File: src/rtl/sspwm_pkg.sv
// Shared constants for the serial steering to dual PWM block.
// Holds widths of the bit-serial arithmetic units, register indexes and character codes.
// No dependencies.
package sspwm_pkg;

	localparam int unsigned DVD_W     = 46;
	localparam int unsigned DVR_W     = 14;
	localparam int unsigned QUO_W     = 24;
	localparam int unsigned DIV_CNT_W = $clog2(DVD_W + 1);

	localparam int unsigned MCD_W     = 30;
	localparam int unsigned MPR_W     = 16;
	localparam int unsigned PRD_W     = MCD_W + MPR_W;
	localparam int unsigned MUL_CNT_W = $clog2(MPR_W + 1);

	localparam int unsigned CFG_IDX_W  = 3;
	localparam int unsigned CFG_DATA_W = 16;

	typedef logic [CFG_IDX_W-1:0] cfg_idx_t;

	localparam cfg_idx_t REG_SCAN_WIDTH    = 3'd0;
	localparam cfg_idx_t REG_LEFT_BOUND    = 3'd1;
	localparam cfg_idx_t REG_RIGHT_BOUND   = 3'd2;
	localparam cfg_idx_t REG_STALL_PERCENT = 3'd3;
	localparam cfg_idx_t REG_PWM_TOP       = 3'd4;

	localparam logic [11:0] RST_SCAN_WIDTH    = 12'd640;
	localparam logic [6:0]  RST_LEFT_BOUND    = 7'd40;
	localparam logic [6:0]  RST_RIGHT_BOUND   = 7'd60;
	localparam logic [6:0]  RST_STALL_PERCENT = 7'd75;
	localparam logic [15:0] RST_PWM_TOP       = 16'd3000;

	localparam logic [7:0] CH_NUL   = 8'd0;
	localparam logic [7:0] CH_TAB   = 8'd9;
	localparam logic [7:0] CH_FF    = 8'd12;
	localparam logic [7:0] CH_CR    = 8'd13;
	localparam logic [7:0] CH_SPACE = 8'd32;
	localparam logic [7:0] CH_PLUS  = 8'd43;
	localparam logic [7:0] CH_MINUS = 8'd45;
	localparam logic [7:0] CH_ZERO  = 8'd48;
	localparam logic [7:0] CH_NINE  = 8'd57;

endpackage

File: src/rtl/sspwm_div.sv
// Bit-serial restoring divider, one quotient bit per cycle.
// Depends on sspwm_pkg for its widths.
module sspwm_div import sspwm_pkg::*; (
	input  logic             clk,
	input  logic             arst_n,
	input  logic             start,
	input  logic [DVD_W-1:0] dividend,
	input  logic [DVR_W-1:0] divisor,
	output logic [QUO_W-1:0] quotient,
	output logic             overflow,
	output logic             done
);

	logic                 busy_q;
	logic                 done_q;
	logic [DIV_CNT_W-1:0] cnt_q;
	logic [DVD_W-1:0]     dvd_q;
	logic [DVR_W-1:0]     dvr_q;
	logic [DVR_W-1:0]     rem_q;
	logic [QUO_W-1:0]     quo_q;
	logic                 ovf_q;
	logic [DVR_W:0]       trial;
	logic [DVR_W:0]       diff;
	logic                 qbit;

	assign trial = {rem_q, dvd_q[DVD_W-1]};
	assign qbit  = (trial >= {1'b0, dvr_q});
	assign diff  = trial - {1'b0, dvr_q};

	always_ff @(posedge clk or negedge arst_n) begin
		if (!arst_n) begin
			busy_q <= 1'b0;
			done_q <= 1'b0;
			cnt_q  <= '0;
		end else if (start) begin
			busy_q <= 1'b1;
			done_q <= 1'b0;
			cnt_q  <= DIV_CNT_W'(DVD_W);
		end else if (busy_q) begin
			cnt_q <= cnt_q - DIV_CNT_W'(1);
			if (cnt_q == DIV_CNT_W'(1)) begin
				busy_q <= 1'b0;
				done_q <= 1'b1;
			end else begin
				done_q <= 1'b0;
			end
		end else begin
			done_q <= 1'b0;
		end
	end

	always_ff @(posedge clk) begin
		if (start) begin
			dvd_q <= dividend;
			dvr_q <= divisor;
			rem_q <= '0;
			quo_q <= '0;
			ovf_q <= 1'b0;
		end else if (busy_q) begin
			rem_q <= qbit ? diff[DVR_W-1:0] : trial[DVR_W-1:0];
			dvd_q <= {dvd_q[DVD_W-2:0], 1'b0};
			quo_q <= {quo_q[QUO_W-2:0], qbit};
			ovf_q <= ovf_q | quo_q[QUO_W-1];
		end
	end

	assign quotient = quo_q;
	assign overflow = ovf_q;
	assign done     = done_q;

endmodule

File: src/rtl/sspwm_mul.sv
// Bit-serial shift-and-add multiplier, one multiplier bit per cycle, most significant first.
// Depends on sspwm_pkg for its widths.
module sspwm_mul import sspwm_pkg::*; (
	input  logic             clk,
	input  logic             arst_n,
	input  logic             start,
	input  logic [MCD_W-1:0] mcand,
	input  logic [MPR_W-1:0] mplier,
	output logic [PRD_W-1:0] product,
	output logic             done
);

	logic                 busy_q;
	logic                 done_q;
	logic [MUL_CNT_W-1:0] cnt_q;
	logic [MCD_W-1:0]     mcd_q;
	logic [MPR_W-1:0]     mpr_q;
	logic [PRD_W-1:0]     acc_q;

	always_ff @(posedge clk or negedge arst_n) begin
		if (!arst_n) begin
			busy_q <= 1'b0;
			done_q <= 1'b0;
			cnt_q  <= '0;
		end else if (start) begin
			busy_q <= 1'b1;
			done_q <= 1'b0;
			cnt_q  <= MUL_CNT_W'(MPR_W);
		end else if (busy_q) begin
			cnt_q <= cnt_q - MUL_CNT_W'(1);
			if (cnt_q == MUL_CNT_W'(1)) begin
				busy_q <= 1'b0;
				done_q <= 1'b1;
			end else begin
				done_q <= 1'b0;
			end
		end else begin
			done_q <= 1'b0;
		end
	end

	always_ff @(posedge clk) begin
		if (start) begin
			mcd_q <= mcand;
			mpr_q <= mplier;
			acc_q <= '0;
		end else if (busy_q) begin
			acc_q <= {acc_q[PRD_W-2:0], 1'b0} + (mpr_q[MPR_W-1] ? PRD_W'(mcd_q) : '0);
			mpr_q <= {mpr_q[MPR_W-2:0], 1'b0};
		end
	end

	assign product = acc_q;
	assign done    = done_q;

endmodule

File: src/rtl/serial_steer_to_dual_pwm.sv
// Sequence: a plain character gives no result. A terminator starts the work: the 46-step divider
// runs three times (percent, left level, right level) and the 16-step multiplier twice; when the
// percent is zero, only the percent division runs before the result is offered.
// Throughput: one character per cycle; input is held off while a terminator is worked on and
// while its result waits. Reset is asynchronous: registers to defaults, position to zero.
// Depends on sspwm_pkg, sspwm_div and sspwm_mul.
module serial_steer_to_dual_pwm import sspwm_pkg::*; (
	input  logic                  clk,
	input  logic                  arst_n,
	input  logic                  cfg_wen,
	input  logic [CFG_IDX_W-1:0]  cfg_index,
	input  logic [CFG_DATA_W-1:0] cfg_wdata,
	input  logic                  in_valid,
	output logic                  in_ready,
	input  logic [7:0]            rx_byte,
	output logic                  out_valid,
	input  logic                  out_ready,
	output logic [15:0]           left_level,
	output logic                  left_reverse,
	output logic [15:0]           right_level,
	output logic                  right_reverse
);

	typedef enum logic [9:0] {
		ST_IDLE  = 10'b0000000001,
		ST_PDIV  = 10'b0000000010,
		ST_PWAIT = 10'b0000000100,
		ST_STEER = 10'b0000001000,
		ST_MPREP = 10'b0000010000,
		ST_MUL   = 10'b0000100000,
		ST_MWAIT = 10'b0001000000,
		ST_LDIV  = 10'b0010000000,
		ST_LWAIT = 10'b0100000000,
		ST_PUSH  = 10'b1000000000
	} seq_state_t;

	typedef enum logic [3:0] {
		PH_SKIP   = 4'b0001,
		PH_SIGN   = 4'b0010,
		PH_DIGITS = 4'b0100,
		PH_DONE   = 4'b1000
	} parse_phase_t;

	logic [11:0] scan_width_q;
	logic [6:0]  left_bound_q;
	logic [6:0]  right_bound_q;
	logic [6:0]  stall_percent_q;
	logic [15:0] pwm_top_q;

	seq_state_t   state_q;
	parse_phase_t phase_q;
	logic         side_q;
	logic         out_valid_q;
	logic [15:0]  accum_q;
	logic         neg_q;
	logic         seen_q;
	logic         pos_neg_q;
	logic [15:0]  pos_mag_q;

	logic [23:0]      vl_q;
	logic [23:0]      vr_q;
	logic [6:0]       dl_q;
	logic [6:0]       dr_q;
	logic [MCD_W-1:0] m_q;
	logic [15:0]      res_l_lvl_q;
	logic [15:0]      res_r_lvl_q;
	logic             res_l_rev_q;
	logic             res_r_rev_q;
	logic [15:0]      left_level_q;
	logic [15:0]      right_level_q;
	logic             left_reverse_q;
	logic             right_reverse_q;

	logic        in_acc;
	logic        is_term;
	logic        is_digit;
	logic        is_blank;
	logic [19:0] acc_sum;
	logic [15:0] accum_next;
	logic        push_go;

	logic             div_start;
	logic [DVD_W-1:0] div_dividend;
	logic [DVR_W-1:0] div_divisor;
	logic [QUO_W-1:0] div_quo;
	logic             div_ovf;
	logic             div_done;
	logic             mul_start;
	logic [PRD_W-1:0] mul_product;
	logic             mul_done;

	logic [22:0] pos_x100;
	logic [11:0] sw_eff;
	logic [22:0] p_mag;
	logic [23:0] p_s;
	logic        p_zero;
	logic [6:0]  lb_eff;
	logic [6:0]  rb_eff;
	logic        le_lb;
	logic        ge_rb;
	logic        ramp_r;
	logic [23:0] v_right;

	logic [23:0]        cur_v;
	logic [6:0]         cur_den;
	logic [DVR_W-1:0]   den_x100;
	logic signed [7:0]  y_s;
	logic [24:0]        k_v;
	logic [24:0]        k_abs;
	logic [7:0]         y_abs;
	logic [MCD_W-1:0]   ky;
	logic signed [15:0] vy_s;
	logic [13:0]        ds;
	logic signed [16:0] b_s;
	logic               v_pos;
	logic               same_sign;
	logic [MCD_W-1:0]   m_next;
	logic [15:0]        lvl_sat;

	assign in_ready = (state_q == ST_IDLE);
	assign in_acc   = in_valid && in_ready;
	assign is_term  = (rx_byte == CH_NUL) || (rx_byte == CH_CR);
	assign is_digit = rx_byte inside {[CH_ZERO:CH_NINE]};
	assign is_blank = rx_byte inside {CH_SPACE, [CH_TAB:CH_FF]};

	assign acc_sum    = 20'({accum_q, 3'b000}) + 20'({accum_q, 1'b0}) + 20'(rx_byte[3:0]);
	assign accum_next = (|acc_sum[19:16]) ? 16'hFFFF : acc_sum[15:0];

	always_ff @(posedge clk or negedge arst_n) begin
		if (!arst_n) begin
			scan_width_q    <= RST_SCAN_WIDTH;
			left_bound_q    <= RST_LEFT_BOUND;
			right_bound_q   <= RST_RIGHT_BOUND;
			stall_percent_q <= RST_STALL_PERCENT;
			pwm_top_q       <= RST_PWM_TOP;
		end else if (cfg_wen) begin
			case (cfg_index)
				REG_SCAN_WIDTH:    scan_width_q    <= cfg_wdata[11:0];
				REG_LEFT_BOUND:    left_bound_q    <= cfg_wdata[6:0];
				REG_RIGHT_BOUND:   right_bound_q   <= cfg_wdata[6:0];
				REG_STALL_PERCENT: stall_percent_q <= cfg_wdata[6:0];
				REG_PWM_TOP:       pwm_top_q       <= cfg_wdata[15:0];
				default: ;
			endcase
		end
	end

	// The number parser follows a %d conversion: blanks, one sign, then digits.
	always_ff @(posedge clk or negedge arst_n) begin
		if (!arst_n) begin
			accum_q   <= '0;
			neg_q     <= 1'b0;
			seen_q    <= 1'b0;
			phase_q   <= PH_SKIP;
			pos_neg_q <= 1'b0;
			pos_mag_q <= '0;
		end else if (in_acc) begin
			if (is_term) begin
				if (seen_q) begin
					pos_neg_q <= neg_q;
					pos_mag_q <= accum_q;
				end
				accum_q <= '0;
				neg_q   <= 1'b0;
				seen_q  <= 1'b0;
				phase_q <= PH_SKIP;
			end else begin
				case (phase_q)
					PH_SKIP: begin
						if (!is_blank) begin
							if (rx_byte == CH_MINUS) begin
								neg_q   <= 1'b1;
								phase_q <= PH_SIGN;
							end else if (rx_byte == CH_PLUS) begin
								phase_q <= PH_SIGN;
							end else if (is_digit) begin
								accum_q <= accum_next;
								seen_q  <= 1'b1;
								phase_q <= PH_DIGITS;
							end else begin
								phase_q <= PH_DONE;
							end
						end
					end
					PH_SIGN, PH_DIGITS: begin
						if (is_digit) begin
							accum_q <= accum_next;
							seen_q  <= 1'b1;
							phase_q <= PH_DIGITS;
						end else begin
							phase_q <= PH_DONE;
						end
					end
					default: ;
				endcase
			end
		end
	end

	assign pos_x100 = 23'({pos_mag_q, 6'b0}) + 23'({pos_mag_q, 5'b0}) + 23'({pos_mag_q, 2'b0});
	assign sw_eff   = (scan_width_q == 12'd0) ? 12'd1 : scan_width_q;

	assign p_mag   = div_quo[22:0];
	assign p_s     = pos_neg_q ? (24'd0 - {1'b0, p_mag}) : {1'b0, p_mag};
	assign p_zero  = (p_mag == 23'd0);
	assign lb_eff  = (left_bound_q == 7'd0) ? 7'd1 : left_bound_q;
	assign rb_eff  = (right_bound_q > 7'd99) ? 7'd99 : right_bound_q;
	assign le_lb   = $signed(p_s) <= $signed({17'd0, lb_eff});
	assign ge_rb   = $signed(p_s) >= $signed({17'd0, rb_eff});
	assign ramp_r  = !le_lb && ge_rb;
	assign v_right = 24'd100 - p_s;

	// A side command is v/den in hundredths. A forward command scales as v*(100-s)+den*s;
	// a reverse one as (den+v)*(100-s), which only counts when that product is positive.
	assign cur_v    = side_q ? vr_q : vl_q;
	assign cur_den  = side_q ? dr_q : dl_q;
	assign den_x100 = DVR_W'({cur_den, 6'b0}) + DVR_W'({cur_den, 5'b0})
		+ DVR_W'({cur_den, 2'b0});
	assign y_s      = 8'sd100 - $signed({1'b0, stall_percent_q});
	assign k_v      = {cur_v[23], cur_v} + {18'd0, cur_den};
	assign k_abs    = k_v[24] ? (25'd0 - k_v) : k_v;
	assign y_abs    = y_s[7] ? (8'd0 - y_s) : y_s;
	assign ky       = MCD_W'(k_abs[22:0]) * MCD_W'(y_abs[6:0]);
	assign vy_s     = $signed(cur_v[7:0]) * y_s;
	assign ds       = 14'(cur_den) * 14'(stall_percent_q);
	assign b_s      = $signed({vy_s[15], vy_s}) + $signed({3'b000, ds});
	assign v_pos    = !cur_v[23] && (cur_v != 24'd0);
	assign same_sign = (k_v[24] && y_s[7])
		|| (!k_v[24] && (k_v != 25'd0) && !y_s[7] && (y_s != 8'sd0));

	always_comb begin
		m_next = '0;
		if (v_pos) begin
			if (b_s > 17'sd0) begin
				m_next = MCD_W'(b_s[15:0]);
			end
		end else if (cur_v[23] && same_sign) begin
			m_next = ky;
		end
	end

	assign lvl_sat = (div_ovf || (|div_quo[QUO_W-1:16])) ? 16'hFFFF : div_quo[15:0];

	assign div_start    = (state_q == ST_PDIV) || (state_q == ST_LDIV);
	assign div_dividend = (state_q == ST_PDIV) ? DVD_W'(pos_x100) : DVD_W'(mul_product);
	assign div_divisor  = (state_q == ST_PDIV) ? DVR_W'(sw_eff) : den_x100;
	assign mul_start    = (state_q == ST_MUL);
	assign push_go      = (state_q == ST_PUSH) && (!out_valid_q || out_ready);

	sspwm_div u_div (
		.clk      (clk),
		.arst_n   (arst_n),
		.start    (div_start),
		.dividend (div_dividend),
		.divisor  (div_divisor),
		.quotient (div_quo),
		.overflow (div_ovf),
		.done     (div_done)
	);

	sspwm_mul u_mul (
		.clk     (clk),
		.arst_n  (arst_n),
		.start   (mul_start),
		.mcand   (m_q),
		.mplier  (pwm_top_q),
		.product (mul_product),
		.done    (mul_done)
	);

	always_ff @(posedge clk or negedge arst_n) begin
		if (!arst_n) begin
			state_q <= ST_IDLE;
			side_q  <= 1'b0;
		end else begin
			case (state_q)
				ST_IDLE: begin
					if (in_acc && is_term) begin
						state_q <= ST_PDIV;
					end
				end
				ST_PDIV: state_q <= ST_PWAIT;
				ST_PWAIT: begin
					if (div_done) begin
						state_q <= ST_STEER;
					end
				end
				ST_STEER: begin
					side_q <= 1'b0;
					if (p_zero) begin
						state_q <= ST_PUSH;
					end else begin
						state_q <= ST_MPREP;
					end
				end
				ST_MPREP: state_q <= ST_MUL;
				ST_MUL:   state_q <= ST_MWAIT;
				ST_MWAIT: begin
					if (mul_done) begin
						state_q <= ST_LDIV;
					end
				end
				ST_LDIV: state_q <= ST_LWAIT;
				ST_LWAIT: begin
					if (div_done) begin
						if (side_q) begin
							state_q <= ST_PUSH;
						end else begin
							side_q  <= 1'b1;
							state_q <= ST_MPREP;
						end
					end
				end
				ST_PUSH: begin
					if (push_go) begin
						state_q <= ST_IDLE;
					end
				end
				default: state_q <= ST_IDLE;
			endcase
		end
	end

	always_ff @(posedge clk or negedge arst_n) begin
		if (!arst_n) begin
			out_valid_q <= 1'b0;
		end else if (push_go) begin
			out_valid_q <= 1'b1;
		end else if (out_ready) begin
			out_valid_q <= 1'b0;
		end
	end

	always_ff @(posedge clk) begin
		if (state_q == ST_STEER) begin
			vl_q        <= le_lb ? p_s : 24'd1;
			dl_q        <= le_lb ? lb_eff : 7'd1;
			vr_q        <= ramp_r ? v_right : 24'd1;
			dr_q        <= ramp_r ? (7'd100 - rb_eff) : 7'd1;
			res_l_lvl_q <= '0;
			res_r_lvl_q <= '0;
			res_l_rev_q <= 1'b0;
			res_r_rev_q <= 1'b0;
		end
		if (state_q == ST_MPREP) begin
			m_q <= m_next;
			if (side_q) begin
				res_r_rev_q <= cur_v[23];
			end else begin
				res_l_rev_q <= cur_v[23];
			end
		end
		if ((state_q == ST_LWAIT) && div_done) begin
			if (side_q) begin
				res_r_lvl_q <= lvl_sat;
			end else begin
				res_l_lvl_q <= lvl_sat;
			end
		end
		if (push_go) begin
			left_level_q    <= res_l_lvl_q;
			left_reverse_q  <= res_l_rev_q;
			right_level_q   <= res_r_lvl_q;
			right_reverse_q <= res_r_rev_q;
		end
	end

	assign out_valid     = out_valid_q;
	assign left_level    = left_level_q;
	assign left_reverse  = left_reverse_q;
	assign right_level   = right_level_q;
	assign right_reverse = right_reverse_q;

endmodule
File: config.mk
export PLATFORM = sky130hd
export DESIGN_NAME = serial_steer_to_dual_pwm
export DESIGN_NICKNAME = d
export VERILOG_FILES = /design/src/rtl/sspwm_pkg.sv /design/src/rtl/sspwm_div.sv /design/src/rtl/sspwm_mul.sv /design/src/rtl/serial_steer_to_dual_pwm.sv
export SDC_FILE = /design/constraint.sdc
export NUM_CORES = 2
export LEC_CHECK = 0
export ABC_AREA = 1
export ABC_CLOCK_PERIOD_IN_PS = 10800
export BUFFER_PORTS_ARGS = -buffer_cell sky130_fd_sc_hd__buf_4
export CAP_MARGIN = 40
export CORE_MARGIN = 5
export CORE_UTILIZATION = 40
export DETAILED_ROUTE_END_ITERATION = 10
export SLEW_MARGIN = 25
export SYNTH_ARGS = -nofsm -noshare
export SYNTH_HDL_FRONTEND = slang
export SYNTH_HIERARCHICAL = 1
export SYNTH_SLANG_ARGS = --single-unit
File: constraint.sdc
create_clock -name clk -period 10.8 [get_ports clk]
set_clock_uncertainty 0.05 [all_clocks]
set_input_delay 1.08 -clock clk [delete_from_list [all_inputs] [get_ports clk]]
set_output_delay 1.08 -clock clk [all_outputs]
set_load 0.03 [all_outputs]
==> flow_metrics.env <==
export IMPL_r2r_slack_ns=0.90
export IMPL_grt_pass1_vias=31090
export IMPL_clkLatencyLatePin_ns=0.62
export IMPL_synth_compound_area_share_pct=7.680
export IMPL_fmax_ghz=0.1010
export IMPL_drive_gt1_share_pct=9.215
export IMPL_yosysTopAreaCell="edfxtp_1"
export IMPL_max_stage_delay_ns=0.54
export IMPL_endpoint_kind="register"
export IMPL_synth_fp_nets=5484
export IMPL_synth_edf_count=232
export IMPL_fin_nets=5537
export IMPL_critPathMaxFanout=33
export IMPL_area_growth_pct=9.919
export IMPL_path_class="register to register"
export IMPL_worstPathArrival_ns=10.20
export IMPL_hpwl_um=77540
export IMPL_r2r_cells=41
export IMPL_r2r_end="m_q[0]$_DFFE_PN_"
export IMPL_start_kind="register"
export IMPL_ys_seq_area_share_pct=31.91
export IMPL_finalHoldWorstSlack_ns=0.3646
export IMPL_final_period_utilization_pct=91.65
export IMPL_cts_resized=0
export IMPL_synth_xor_area_share_pct=3.255
export IMPL_drcViolationCount=0
export IMPL_synthFlopType="edfxtp_1"
export IMPL_hold_depth=0
export IMPL_hold_end="u_mul/mcd_q[28]$_DFFE_PP_"
export IMPL_min_path_type="register to register"
export IMPL_ys_warnings_count=6
export IMPL_clkTransAtPathRegs_ns=0.06
export IMPL_io_pins=68
export IMPL_synthAdderAreaFrac_pct=20.02
export IMPL_wl_per_cell_um=15.66
export IMPL_cp_top_family="adder cells"
export IMPL_clockBufferDepth=3
export IMPL_grt_usage_pct=19.21
export IMPL_place_ws_ns=0.8877
export IMPL_synth_top_family_by_area="simple AND/OR/NAND/NOR gates"
export IMPL_final_common_cell="nand2_1"
export IMPL_nFillCells=9666
export IMPL_cts_buffers=53
export IMPL_synthCells=4972
export IMPL_grt_pass1_wl_um=162500
export IMPL_grt_overflow=0
export IMPL_cts_tree="done"
export IMPL_clockRootBuffer="clkbuf_16"
export IMPL_postCtsHoldBufs=0
export IMPL_antenna_left=0
export IMPL_setup_ws_ns=0.9020
export IMPL_tightestPinTransition_ns=0.9153
export IMPL_setup_tns_ns=0
export IMPL_cts_htree_levels=2
export IMPL_path_buf_inv=9
export IMPL_grt_start_max_net_pins=65
export IMPL_async_reset_ff_share_pct=24.68
export IMPL_cts_sinks=466
export IMPL_yosysUniqueCellTypes=74
export IMPL_synth_seq_cells=466
export IMPL_post_cts_setup_buffers=0
export IMPL_num_rows=113
export IMPL_port_buffers=67
export IMPL_rsz0062_at_grt="no"
export IMPL_r2r_start="side_q$_DFFE_PN0P_"
export IMPL_synthSimpleGateAreaFrac_pct=26.65
export IMPL_hold_viol_final=0
export IMPL_slew_viol_final=0
export IMPL_gp_congestion=0.8886
export IMPL_cp_slowest_cell="fa_1"
export IMPL_worstPathRequired_ns=11.10
export IMPL_first_iter_violations=2226
export IMPL_fin_crit_ns=9.898
export IMPL_worstHoldStart="m_q[28]$_SDFFCE_PP0N_"
export IMPL_start_util_pct=40.36
export IMPL_slew_headroom_pct=38.78
export IMPL_postSynthAreaPerCell_um2=7.723
export IMPL_wirelength_um=99170
export IMPL_ys_top_cells_by_area="edfxtp_1, nand2_1, fa_1"
export IMPL_first_pass_iters=5
export IMPL_vias_per_cell=4.966
export IMPL_setup_viol=0
export IMPL_core_area_um2=95150
export IMPL_die_height_um=319.8
export IMPL_status="finished, final reports clean"
export IMPL_synthMuxAreaShare_pct=0.5865
export IMPL_synthesis_area_um2=38400
export IMPL_drv_cap=0
export IMPL_vias=31450
export IMPL_die_width_um=319.8
export IMPL_synth_top_cell_area_share_pct=18.14
export IMPL_final_cell_mix="nand2_1, inv_1, nor2_1"
export IMPL_fp_dieArea_um2=102300
export IMPL_grt_antenna_before_repair=2
==> worst max path at each step <==
stage                  startpoint                end  slack [ns]  cells past startpoint
3_3_place_gp   side_q$_DFFE_PN0P_   m_q[4]$_DFFE_PN_        0.90                     41
4_1_cts        side_q$_DFFE_PN0P_   m_q[0]$_DFFE_PN_        0.89                     41
6_report       side_q$_DFFE_PN0P_   m_q[0]$_DFFE_PN_        0.90                     41
3_5_place_dp   side_q$_DFFE_PN0P_   m_q[0]$_DFFE_PN_        0.89                     41
5_1_grt        side_q$_DFFE_PN0P_   m_q[0]$_DFFE_PN_        0.15                     41
2_1_floorplan  side_q$_DFFE_PN0P_  m_q[10]$_DFFE_PN_        1.63                     45
==> cell families (layout without fill, tap and decap cells) <==
| family | Yosys count | after routing |
|---|---|---|
| flip-flops | 466 | 466 |
| XOR/XNOR | 135 | 135 |
| AND/OR/NAND/NOR | 2369 | 2369 |
| other | 0 | 1 |
| multiplexers | 20 | 20 |
| buffers and inverters | 977 | 1073 |
| AO/OA/AOI/OAI | 525 | 525 |
| adder cells (fa/ha/maj) | 480 | 480 |
==> registers in the layout, summed over array words and instances, names as in the netlist, 16 cells and up <==
name and flops:
u_div/dvd_q 46, accum_q 16, u_mul/mcd_q 30, vr_q 24, u_mul/mpr_q 16, u_div/quotient 24
pwm_top_q 16, res_l_lvl_q 16, res_r_lvl_q 16, pos_mag_q 16, m_q 30, vl_q 24
right_level 16, left_level 16, u_mul/product 46
==> cell usage after synthesis, types with 5 or more instances <==
library cell and n:
nor2_4 21, o21ai_2 5, nand4_1 69, ha_1 256, dfstp_2 21, nor2_2 37, nor3_2 8, or2_1 5
o21ai_1 35, dfrtp_1 94, nor3_1 36, dfxtp_1 119, fa_1 224, inv_2 44, o21ai_0 208, buf_6 10
edfxtp_1 232, xnor2_1 43, a21o_1 7, nor2_1 416, nand3_1 230, nand2_1 1417, o211ai_1 10, or2_2 27
buf_2 17, and2_1 5, nand2_4 8, a21oi_1 163, mux2_2 20, o21bai_1 12, nand3b_1 12, inv_1 817
a31oi_1 12, nand3_2 13, clkbuf_1 75, xor2_1 83, o31ai_1 7, buf_1 5, nand2_2 34, nor4_1 13
o22ai_1 24, xor2_2 9, a21boi_0 9
==> through the flow <==
step                      area [um^2]  std cells  utilization, %
final                           42210       6334           44.36
after global routing            42210       6333           44.36
after CTS                       42160       6329           44.30
after detailed placement        40390       6231           42.44
after global placement          40170       6220           42.22
after floorplan                 38400       4972               -
==> layer usage <==
metal | vias up | share of wire (%) | GRT usage [%]
met4 | 0 | 2.4 | 4.807
met1 | 14830 | 48 | 27.53
met5 | - | 0 | 0
li1 | 15810 | - | -
met3 | 125 | 5.1 | 2.365
met2 | 687 | 45 | 31.08
==> area by class of cell <==
| class | count | area (um^2) | share of cell area [%] |
|---|---|---|---|
| flip-flops and latches | 466 | 12250 | 29.03 |
| repair buffers | 110 | 974.7 | 2.309 |
| clock buffers | 68 | 1403 | 3.323 |
| clock inverters | 30 | 367.9 | 0.8715 |
| inverters | 865 | 3247 | 7.693 |
| diodes | 1 | 2.502 | 0.005929 |
| well taps | 1265 | 1583 | 3.750 |
| multi-input cells | 3529 | 22380 | 53.01 |
Power is left out: the tool's default activity adds up to more than one toggle a clock period on the data nets, which glitch-free logic cannot reach.
